--- src/see_pkg.sv ---
package see_pkg;

    // Configuration port
    localparam int APB_ADDR_W = 3;
    localparam int APB_DATA_W = 32;
    localparam logic [APB_ADDR_W-1:0] ADDR_ESCAPE_STYLE = 3'h0;

    // Escape styles
    localparam logic STYLE_C    = 1'b0;
    localparam logic STYLE_JSON = 1'b1;

    // Longest expansion of one input byte
    localparam int MAX_OUT = 6;
    localparam int LEN_W   = 3;

    // Fixed characters
    localparam logic [7:0] CH_BSLASH = 8'h5C;
    localparam logic [7:0] CH_U      = 8'h75;
    localparam logic [7:0] CH_X      = 8'h78;
    localparam logic [7:0] CH_ZERO   = 8'h30;
    localparam logic [7:0] CH_LOWER_F = 8'h66;
    localparam logic [7:0] NO_ESCAPE = 8'h00;

    // One expanded input byte, waiting to go out a byte per beat
    typedef struct packed {
        logic [MAX_OUT-1:0][7:0] text;
        logic [LEN_W-1:0]        len;
        logic                    fin;
        logic                    trunc;
    } see_desc_t;

    function automatic logic [7:0] hex_lower(input logic [3:0] nib);
        return (nib < 4'd10) ? 8'(8'h30 + {4'h0, nib}) : 8'(8'h57 + {4'h0, nib});
    endfunction

    function automatic logic [7:0] hex_upper(input logic [3:0] nib);
        return (nib < 4'd10) ? 8'(8'h30 + {4'h0, nib}) : 8'(8'h37 + {4'h0, nib});
    endfunction

    function automatic logic [7:0] c_escape(input logic [7:0] b);
        logic [7:0] e;
        case (b)
            8'h08: e = "b";
            8'h0C: e = "f";
            8'h0A: e = "n";
            8'h0D: e = "r";
            8'h07: e = "a";
            8'h09: e = "t";
            8'h0B: e = "v";
            8'h27: e = "'";
            8'h22: e = "\"";
            8'h5C: e = "\\";
            default: e = NO_ESCAPE;
        endcase
        return e;
    endfunction

    function automatic logic [7:0] json_escape(input logic [7:0] b);
        logic [7:0] e;
        case (b)
            8'h08: e = "b";
            8'h0C: e = "f";
            8'h0A: e = "n";
            8'h0D: e = "r";
            8'h09: e = "t";
            8'h5C: e = "\\";
            8'h2F: e = "/";
            8'h22: e = "\"";
            default: e = NO_ESCAPE;
        endcase
        return e;
    endfunction

    // Count of leading ones of a UTF-8 lead byte, 0 to 8
    function automatic logic [3:0] lead_ones(input logic [7:0] b);
        logic [3:0] n;
        logic       run;
        n   = 4'd0;
        run = 1'b1;
        for (int i = 7; i >= 0; i--) begin
            run = run & b[i];
            n   = n + {3'b000, run};
        end
        return n;
    endfunction

    // Build a \uXXXX sequence in lower-case hex
    function automatic see_desc_t u16_desc(input logic [15:0] v, input logic trunc);
        see_desc_t d;
        d       = '0;
        d.text[0] = CH_BSLASH;
        d.text[1] = CH_U;
        d.text[2] = hex_lower(v[15:12]);
        d.text[3] = hex_lower(v[11:8]);
        d.text[4] = hex_lower(v[7:4]);
        d.text[5] = hex_lower(v[3:0]);
        d.len   = LEN_W'(MAX_OUT);
        d.trunc = trunc;
        return d;
    endfunction

endpackage

--- src/string_escape_encoder.sv ---
// An accepted input beat goes through the holding and emit registers to its first output
// byte. Throughput: one input beat per cycle while each expands to one byte and m_ready
// is high; otherwise the one-byte output channel sets the pace (up to 6 bytes per item).
// A holding register parts input and output, so an item is taken while another drains.
// Reset (aresetn low, synchronous) clears the UTF-8 collection state, empties both
// stages and selects C-style escaping.
module string_escape_encoder import see_pkg::*; (
    input  logic                  aclk,
    input  logic                  aresetn,
    // configuration
    input  logic                  psel,
    input  logic                  penable,
    input  logic                  pwrite,
    input  logic [APB_ADDR_W-1:0] paddr,
    input  logic [APB_DATA_W-1:0] pwdata,
    output logic [APB_DATA_W-1:0] prdata,
    output logic                  pready,
    // input bytes
    input  logic                  s_valid,
    output logic                  s_ready,
    input  logic [7:0]            s_in_byte,
    input  logic                  s_string_end,
    // escaped bytes
    output logic                  m_valid,
    input  logic                  m_ready,
    output logic [7:0]            m_out_byte,
    output logic                  m_run_last,
    output logic                  m_string_done,
    output logic                  m_truncated_utf8
);

    logic             style_reg;
    logic [2:0]       pend_reg, pend_next;
    logic [15:0]      acc_reg, acc_next;
    logic             hold_valid_reg, hold_valid_next;
    see_desc_t        hold_desc_reg, hold_desc_next;
    logic             emit_valid_reg, emit_valid_next;
    see_desc_t        emit_desc_reg, emit_desc_next;
    logic [LEN_W-1:0] emit_idx_reg, emit_idx_next;

    see_desc_t        new_desc;
    logic             new_has;
    logic             s_accept;
    logic             emit_last;
    logic             emit_take;
    logic             emit_free;
    logic [15:0]      acc_shift;
    logic [2:0]       pend_dec;
    logic [3:0]       ones;
    logic [7:0]       lead_val;
    logic [7:0]       esc;

    // Register access
    assign pready = 1'b1;
    assign prdata = (paddr[2] == ADDR_ESCAPE_STYLE[2]) ?
                    {{(APB_DATA_W-1){1'b0}}, style_reg} : '0;

    always_ff @(posedge aclk) begin
        if (!aresetn) begin
            style_reg <= STYLE_C;
        end else if (psel && penable && pwrite && pready
                     && paddr[2] == ADDR_ESCAPE_STYLE[2]) begin
            style_reg <= pwdata[0];
        end
    end

    // Handshakes
    assign emit_last = (emit_idx_reg == LEN_W'(emit_desc_reg.len - LEN_W'(1)));
    assign emit_take = emit_valid_reg && m_ready && emit_last;
    assign emit_free = !emit_valid_reg || emit_take;
    assign s_ready   = !hold_valid_reg || emit_free;
    assign s_accept  = s_valid && s_ready;

    // Expand the incoming byte and advance the UTF-8 state
    always_comb begin
        acc_shift = {acc_reg[9:0], s_in_byte[5:0]};
        pend_dec  = pend_reg - 3'd1;
        ones      = lead_ones(s_in_byte);
        lead_val  = (ones == 4'd8) ? s_in_byte : (s_in_byte & (8'hFF >> (ones + 4'd1)));
        esc       = (style_reg == STYLE_C) ? c_escape(s_in_byte) : json_escape(s_in_byte);
        new_desc  = '0;
        new_has   = 1'b0;
        pend_next = pend_reg;
        acc_next  = acc_reg;

        if (pend_reg != 3'd0) begin
            pend_next = pend_dec;
            acc_next  = acc_shift;
            if (pend_dec == 3'd0) begin
                new_desc = u16_desc(acc_shift, 1'b0);
                new_has  = 1'b1;
                acc_next = '0;
            end else if (s_string_end) begin
                new_desc  = u16_desc(16'hFFFF, 1'b1);
                new_has   = 1'b1;
                pend_next = '0;
                acc_next  = '0;
            end
        end else if (esc != NO_ESCAPE) begin
            new_desc.text[0] = CH_BSLASH;
            new_desc.text[1] = esc;
            new_desc.len     = LEN_W'(2);
            new_has          = 1'b1;
        end else if (style_reg == STYLE_C) begin
            new_has = 1'b1;
            if (s_in_byte < 8'h20 || s_in_byte > 8'h7E) begin
                new_desc.text[0] = CH_BSLASH;
                new_desc.text[1] = CH_ZERO;
                new_desc.text[2] = CH_X;
                new_desc.text[3] = hex_upper(s_in_byte[7:4]);
                new_desc.text[4] = hex_upper(s_in_byte[3:0]);
                new_desc.len     = LEN_W'(5);
            end else begin
                new_desc.text[0] = s_in_byte;
                new_desc.len     = LEN_W'(1);
            end
        end else if (s_in_byte[7]) begin
            if (ones <= 4'd1) begin
                new_desc = u16_desc({8'h00, lead_val}, 1'b0);
                new_has  = 1'b1;
            end else if (s_string_end) begin
                new_desc = u16_desc(16'hFFFF, 1'b1);
                new_has  = 1'b1;
            end else begin
                pend_next = 3'(ones - 4'd1);
                acc_next  = {8'h00, lead_val};
            end
        end else if (s_in_byte < 8'h20 || s_in_byte >= 8'h7E) begin
            new_desc = u16_desc({8'h00, s_in_byte}, 1'b0);
            new_has  = 1'b1;
        end else begin
            new_desc.text[0] = s_in_byte;
            new_desc.len     = LEN_W'(1);
            new_has          = 1'b1;
        end
        new_desc.fin = s_string_end;
    end

    // Hold one expanded item; hand it to the emitter when that frees up
    always_comb begin
        hold_valid_next = hold_valid_reg;
        hold_desc_next  = hold_desc_reg;
        emit_valid_next = emit_valid_reg;
        emit_desc_next  = emit_desc_reg;
        emit_idx_next   = emit_idx_reg;

        if (s_accept && new_has) begin
            hold_valid_next = 1'b1;
            hold_desc_next  = new_desc;
        end else if (hold_valid_reg && emit_free) begin
            hold_valid_next = 1'b0;
        end

        if (emit_free) begin
            emit_valid_next = hold_valid_reg;
            emit_desc_next  = hold_desc_reg;
            emit_idx_next   = '0;
        end else if (emit_valid_reg && m_ready) begin
            emit_idx_next = emit_idx_reg + LEN_W'(1);
        end
    end

    always_ff @(posedge aclk) begin
        if (!aresetn) begin
            pend_reg       <= '0;
            acc_reg        <= '0;
            hold_valid_reg <= 1'b0;
            emit_valid_reg <= 1'b0;
            emit_idx_reg   <= '0;
        end else begin
            if (s_accept) begin
                pend_reg <= pend_next;
                acc_reg  <= acc_next;
            end
            hold_valid_reg <= hold_valid_next;
            emit_valid_reg <= emit_valid_next;
            emit_idx_reg   <= emit_idx_next;
        end
    end

    // Payload, no reset
    always_ff @(posedge aclk) begin
        hold_desc_reg <= hold_desc_next;
        emit_desc_reg <= emit_desc_next;
    end

    // Drive the output beat
    assign m_valid          = emit_valid_reg;
    assign m_out_byte       = emit_desc_reg.text[emit_idx_reg];
    assign m_run_last       = emit_last;
    assign m_string_done    = emit_last && emit_desc_reg.fin;
    assign m_truncated_utf8 = emit_desc_reg.trunc;

endmodule

--- config.mk ---
export PLATFORM = sky130hd
export DESIGN_NAME = string_escape_encoder
export DESIGN_NICKNAME = d
export VERILOG_FILES = /design/src/see_pkg.sv /design/src/string_escape_encoder.sv
export SDC_FILE = /design/constraint.sdc
export NUM_CORES = 1
export LEC_CHECK = 0
export BUFFER_PORTS_ARGS = -buffer_cell sky130_fd_sc_hd__buf_4
export CAP_MARGIN = 15
export CORE_MARGIN = 5
export CORE_UTILIZATION = 53
export DETAILED_ROUTE_END_ITERATION = 8
export PLACE_DENSITY = 0.87
export SYNTH_ARGS = -nofsm -noshare
export SYNTH_HDL_FRONTEND = slang
export SYNTH_SLANG_ARGS = --single-unit
--- constraint.sdc ---
create_clock -name aclk -period 7.17 [get_ports aclk]
set_clock_uncertainty 0.2 [all_clocks]
set_input_delay 0.717 -clock aclk [delete_from_list [all_inputs] [get_ports aclk]]
set_output_delay 0.717 -clock aclk [all_outputs]
set_load 0.02 [all_outputs]
======== Word-level counts from Yosys, hierarchy flattened ========
Index checks and enable logic that the tools add are counted.
Widths: inputs -> output; s select.
operators by class
  add/sub/neg operators ................... 28
  $lt $le $gt $ge ......................... 12
  equal/unequal tests ..................... 16
  shift-type cells ........................ 1
  mux-type cells .......................... 56
  bitwise logic cells ..................... 10
  reduce and logical (&&, ||, !) cells .... 23
operator list
  kind                 count
  $mux 53              4
  $mux 8               13
  $mux 10              9
  $pmux 7 s10          1
  $mux 32              2
  $add 6x4->7 const A  9
  $add 7x4->8 const A  7
  $pmux 7 s8           1
  $mux 52              1
  $eq 8x4->1 const B   6
  $mux 43              1
  $mux 40              1
  $lt 4x4->1 const B   7
  $bmux 8 s3           1
  $eq 8x6->1 const B   3
  $mux 3               8
  $mux 19              1
  $add 4x1->4          4
  $mux 11              1
  $mux 1               10
  $logic_and 1x1->1    9
  $sub 3x1->3 const B  3
  $and 8x8->8          1
  $eq 8x3->1 const B   1
  27 further kinds     42
word-level totals
  register bits after elaboration ......... 125
  input port bits ......................... 51
  output and inout port bits .............. 46
  word-level logic and storage cells ...... 170

======== Longest topological paths before layout ========
  depth in word-level cells ............... 19
  mapped depth ............................ 18
  mapped depth without buffers ............ 15

======== Least setup slack after synthesis ========
Ideal clock, no wire load.
  path kind ............................... input to register
  start point ............................. input s_in_byte[7]
  end point ............................... register hold_desc_reg[0] in the netlist's numbering (enable)
  setup time .............................. 0.459 ns
  arrival time ............................ 6.586 ns
  slack ................................... -0.074 ns
  stages on the path ...................... 16
  path buffers ............................ 3
  cells stage by stage .................... buf_2 > clkbuf_1 > and3_1 > and2_1 > ha_1 > fa_1 > fa_1 > ha_1 > fa_1 > inv_1 > ha_1 > buf_2 > or2_2 > a211oi_1 > a21oi_4 > nor2b_1
between the ends
  cells in the longest elaborated chain, start to end .. 15
  elaborated cells on any way between the ends .. 36
  those cells by class .................... add/sub: 7; order compare: 1; eq/ne: 11; mux: 8; bitwise: 7; reduce/logical: 2
ends and longest elaborated chain
  what                                                             RTL line                      text
  from (decl)                                                      string_escape_encoder.sv:21   input logic [7:0] s_in_byte,
  $and 1x1->1                                                      see_pkg.sv:81                 run = run & b[i];
  $add 1x1->2 / $and 1x1->1 (equally long branches)                see_pkg.sv:82, see_pkg.sv:81
  $add 2x1->3 / $and 1x1->1 (equally long branches)                see_pkg.sv:82, see_pkg.sv:81
  $add 3x1->4 / $and 1x1->1 (equally long branches)                see_pkg.sv:82, see_pkg.sv:81
  $add 4x1->4 / $and 1x1->1 (equally long branches) (3 in series)  see_pkg.sv:82, see_pkg.sv:81
  $add 4x1->4                                                      see_pkg.sv:82                 n = n + {3'b000, run};
  $le 4x1->1                                                       string_escape_encoder.sv:118  if (ones <= 4'd1) begin
  $mux 1                                                           string_escape_encoder.sv:118
  $mux 1                                                           string_escape_encoder.sv:117  end else if (s_in_byte[7]) begin
  $mux 1                                                           string_escape_encoder.sv:104  end else if (style_reg == STYLE_C) begin
  $mux 1 *                                                         string_escape_encoder.sv:99   end else if (esc != NO_ESCAPE) begin
  $mux 1 *                                                         string_escape_encoder.sv:86   if (pend_reg != 3'd0) begin
  $logic_and 1x1->1 *                                              string_escape_encoder.sv:147  if (s_accept && new_has) begin
  to (signal assigned)                                             string_escape_encoder.sv:183  hold_desc_reg <= hold_desc_next;
  to (decl)                                                        string_escape_encoder.sv:36   see_desc_t hold_desc_reg, hold_desc_next;
Mark *: on every way between the ends. The rest lies on a longest branch, timed or not.
A chain may end at the register's enable or synchronous reset.

======== Final worst setup path ========
  start point ............................. input s_in_byte[7]
  end point ............................... register acc_reg[5]
between the ends
  cells in the longest elaborated chain, start to end .. 18
  elaborated cells on any way between the ends .. 45
  those cells by class .................... add/sub: 8; order compare: 1; eq/ne: 14; shift: 1; mux: 10; bitwise: 8; reduce/logical: 3
ends and longest elaborated chain
  what                                                             RTL line                      text
  $and 1x1->1                                                      see_pkg.sv:81
  $add 1x1->2 / $and 1x1->1 (equally long branches)                see_pkg.sv:82, see_pkg.sv:81
  $add 2x1->3 / $and 1x1->1 (equally long branches)                see_pkg.sv:82, see_pkg.sv:81
  $add 3x1->4 / $and 1x1->1 (equally long branches)                see_pkg.sv:82, see_pkg.sv:81
  $add 4x1->4 / $and 1x1->1 (equally long branches) (3 in series)  see_pkg.sv:82, see_pkg.sv:81
  $add 4x1->4                                                      see_pkg.sv:82
  $add 4x1->4                                                      string_escape_encoder.sv:79   lead_val = (ones == 4'd8) ? s_in_byte : (s_in_byte & (8'hFF >> (ones + 4'd1)));
  $shr 8x4->8                                                      string_escape_encoder.sv:79
  $and 8x8->8                                                      string_escape_encoder.sv:79
  $mux 8                                                           string_escape_encoder.sv:79
  $mux 10                                                          string_escape_encoder.sv:121  end else if (s_string_end) begin
  $mux 10                                                          string_escape_encoder.sv:118
  $mux 10                                                          string_escape_encoder.sv:117
  $mux 10                                                          string_escape_encoder.sv:104
  $mux 10                                                          string_escape_encoder.sv:99
  $mux 10                                                          string_escape_encoder.sv:86
  to (signal assigned)                                             string_escape_encoder.sv:173  acc_reg <= acc_next;
  to (decl)                                                        string_escape_encoder.sv:34   logic [15:0] acc_reg, acc_next;
Several ways; a longest one is shown, not always the timed one. The select of a mux whose other input is x is not followed.

==> results_dict.tcl <==
set metrics [dict create \
    wl_per_cell_um 21.0 \
    grt_pass1_vias 5144 \
    cts_setup_buffers 0 \
    cts_root_buffer "clkbuf_16" \
    synth-simple-area-share_pct 14.3 \
    antennaDiodeCount 0 \
    die_area_um2 15300 \
    synth_top_family_by_area "compound AO/OA/AOI/OAI gates" \
    end_kind "flip-flop" \
    htreeDepth 4 \
    gr-total-overflow 0 \
    gp_congestion 0.942 \
    ctsHoldBuffers 0 \
    clk_pin_slew_ns 0.06 \
    wirelength_mm 18.2 \
    cp.arrival_ns 6.20 \
    p_total_mw 2.22 \
    grtUsageTotal_pct 24.6 \
    r2r_setup_slack_ns 3.82 \
    synth_top_cell_by_area "edfxtp_1" \
    start_util_pct 54.2 \
    finalSetupViolCount 0 \
    synth_seq_cells 115 \
    synth-edff-count 96 \
    power_leakage_nw 2.98 \
    drc 0 \
    cts_tree "yes" \
    synthMuxAreaShare_pct 3.75 \
    layout.nets 761 \
    avgSynthCellArea_um2 10.4 \
    yosys-top-cells-area "edfxtp_1 (42%), dfxtp_1 (5.5%), ha_1 (4.7%)" \
    syn_area_um2 6870 \
    multi_input_area_um2 3210 \
    stdcell_count 866 \
    largest_register_ffs 48 \
    antenna_found_initial 0 \
    postSynth.asyncResetShare_pct 0 \
    final-seq-area_um2 3260 \
    drt_iter0_markers 600 \
    port_buffers 31 \
    rows 41 \
    coreArea_um2 12700 \
    status "complete, no violations" \
    vias_per_cell 6.22 \
    die_y_um 124 \
    synth_xor_area_share_pct 2.00 \
    synth_cell_types 82 \
    maxSlewHeadroom_pct 27.3 \
    final_cell_mix "edfxtp_1 (96), nand2_1 (59), a21oi_1 (41), inv_1 (37), nor2_1 (37)" \
    hold_path.class "flip-flop to flip-flop" \
    min_period_ns 6.04 \
    yosysSeqAreaShare_pct 47.5 \
    timing.hold.ws_ns 0.216 \
    cts_made_buffers 17 \
    die_w_um 124 \
    firstDrtPassIters 5 \
    area_delta_synth_final_pct 11.9 \
    finalSetupTns_ns 0 \
    synth_top_area_share_pct 42.0 \
    ant_nets 0 \
    rsz0062_at_grt "false" \
    hold_viol_final 0 \
    synth_warnings 0 \
    clock_insertion_delay_worst_skew_ns 0.42 \
    fillers 1033 \
    slew_violations 0 \
    post-place-ws_ns 0.804 \
    fin_ws_ns 1.13 \
    num_io_pins 97 \
    vias 5386 \
    hpwl_mm 12.8 \
    clockBufferDepth 2 \
    synth-compound-area-share_pct 19.1 \
    grt_pass1_wl_mm 27.9 \
    worst_pin_slew_ns 1.09 \
    synth_cells 661 \
    synthAdderAreaFrac_pct 5.61 \
    numClockSinks 115 \
    worst-path-max-fanout 31 \
    peakVddDrop_mv 0.209 \
    post_route_cells_drive_above_1_share_pct 13.1 \
    dp.cells 834 \
    final_common_cell "edfxtp_1" \
    finalCritPeriodShare_pct 84.2 \
    clock.fmax_mhz 166 \
    cts_resized 0 \
    grt_max_degree 49 \
    synth_ff_type "edfxtp_1" \
    crit_path_start_kind "input port" \
    cellPowerDensity_nw_per_um2 289 \
    critPathKind "input port to flip-flop" \
    required_ns 7.33 \
    cap_violations 0 \
]
-- cell usage after synthesis, drive strengths merged (11+ instances only) --
cell	n
nor2	37
edfxtp	96
nand3	14
clkbuf	20
o21ai	35
ha	26
nand2b	11
inv	37
a21oi	42
o21a	13
nor3	12
buf	44
xnor2	11
nand2	60
dfxtp	19
o22ai	16
-- path summary, 6_finish.rpt --
kind / startpoint / to / depth (start not counted)
worst max-delay path: s_in_byte[7] / acc_reg[5] / 15
worst min-delay path: hold_desc_reg[1] / emit_desc_reg[1] / 0
worst max register to register: emit_idx_reg[2] / emit_desc_reg[29] / 4
worst min register to register: hold_desc_reg[1] / emit_desc_reg[1] / 0
-- cell type report --
type | count | area share (%)
multi-input combinational | 476 | 41.8
sequential | 115 | 42.4
tap | 172 | 2.80
inverter | 37 | 1.81
clock inverter | 15 | 2.34
timing repair buffer | 34 | 3.32
clock buffer | 17 | 5.53
-- layer usage --
metal	up-vias	wire length [um]	GRT usage, %
met1	2568	7180	30.9
met4	0	794	12.1
met5	-	0	0
met3	61	1440	5.27
li1	2448	-	-
met2	309	8810	40.5
-- power breakdown --
| group | switching (mW) | leakage, nW | internal, mW |
|---|---|---|---|
| clock | 0.309 | 0.290 | 0.548 |
| sequential | 0.0415 | 1.13 | 0.876 |
| combinational | 0.292 | 1.56 | 0.152 |
| total | 0.643 | 2.98 | 1.58 |
-- logic make-up (layout without fill, tap and decap cells) --
family	count (synthesis)	after routing
AOI/OAI and AO/OA	191	191
and+or+nand+nor	192	192
xor gates and xnor gates	14	14
buffers and inverters	101	103
other	2	33
DFF	115	115
adders and majority gates	29	29
muxes	17	17
-- through the flow --
| step | util [%] | instance area [um2] |
|---|---|---|
| after floorplan | - | 6990 |
| after global placement | 55.9 | 7080 |
| after detailed placement | 55.9 | 7080 |
| after CTS | 60.7 | 7690 |
| after global routing | 60.7 | 7690 |
| final | 60.7 | 7690 |
-- critical path, cell delays in order --
cell and delay (ns):
buf_4 0.31, and3_1 0.29, and2_1 0.18, ha_1 0.26, fa_1 0.57, fa_1 0.43, ha_1 0.24, fa_1 0.66
inv_1 0.12, ha_1 0.34, or2_2 0.38, a211oi_1 0.72, o21bai_1 0.37, a2111oi_0 0.44, o21a_1 0.17
(Power assumes the default switching activity.)
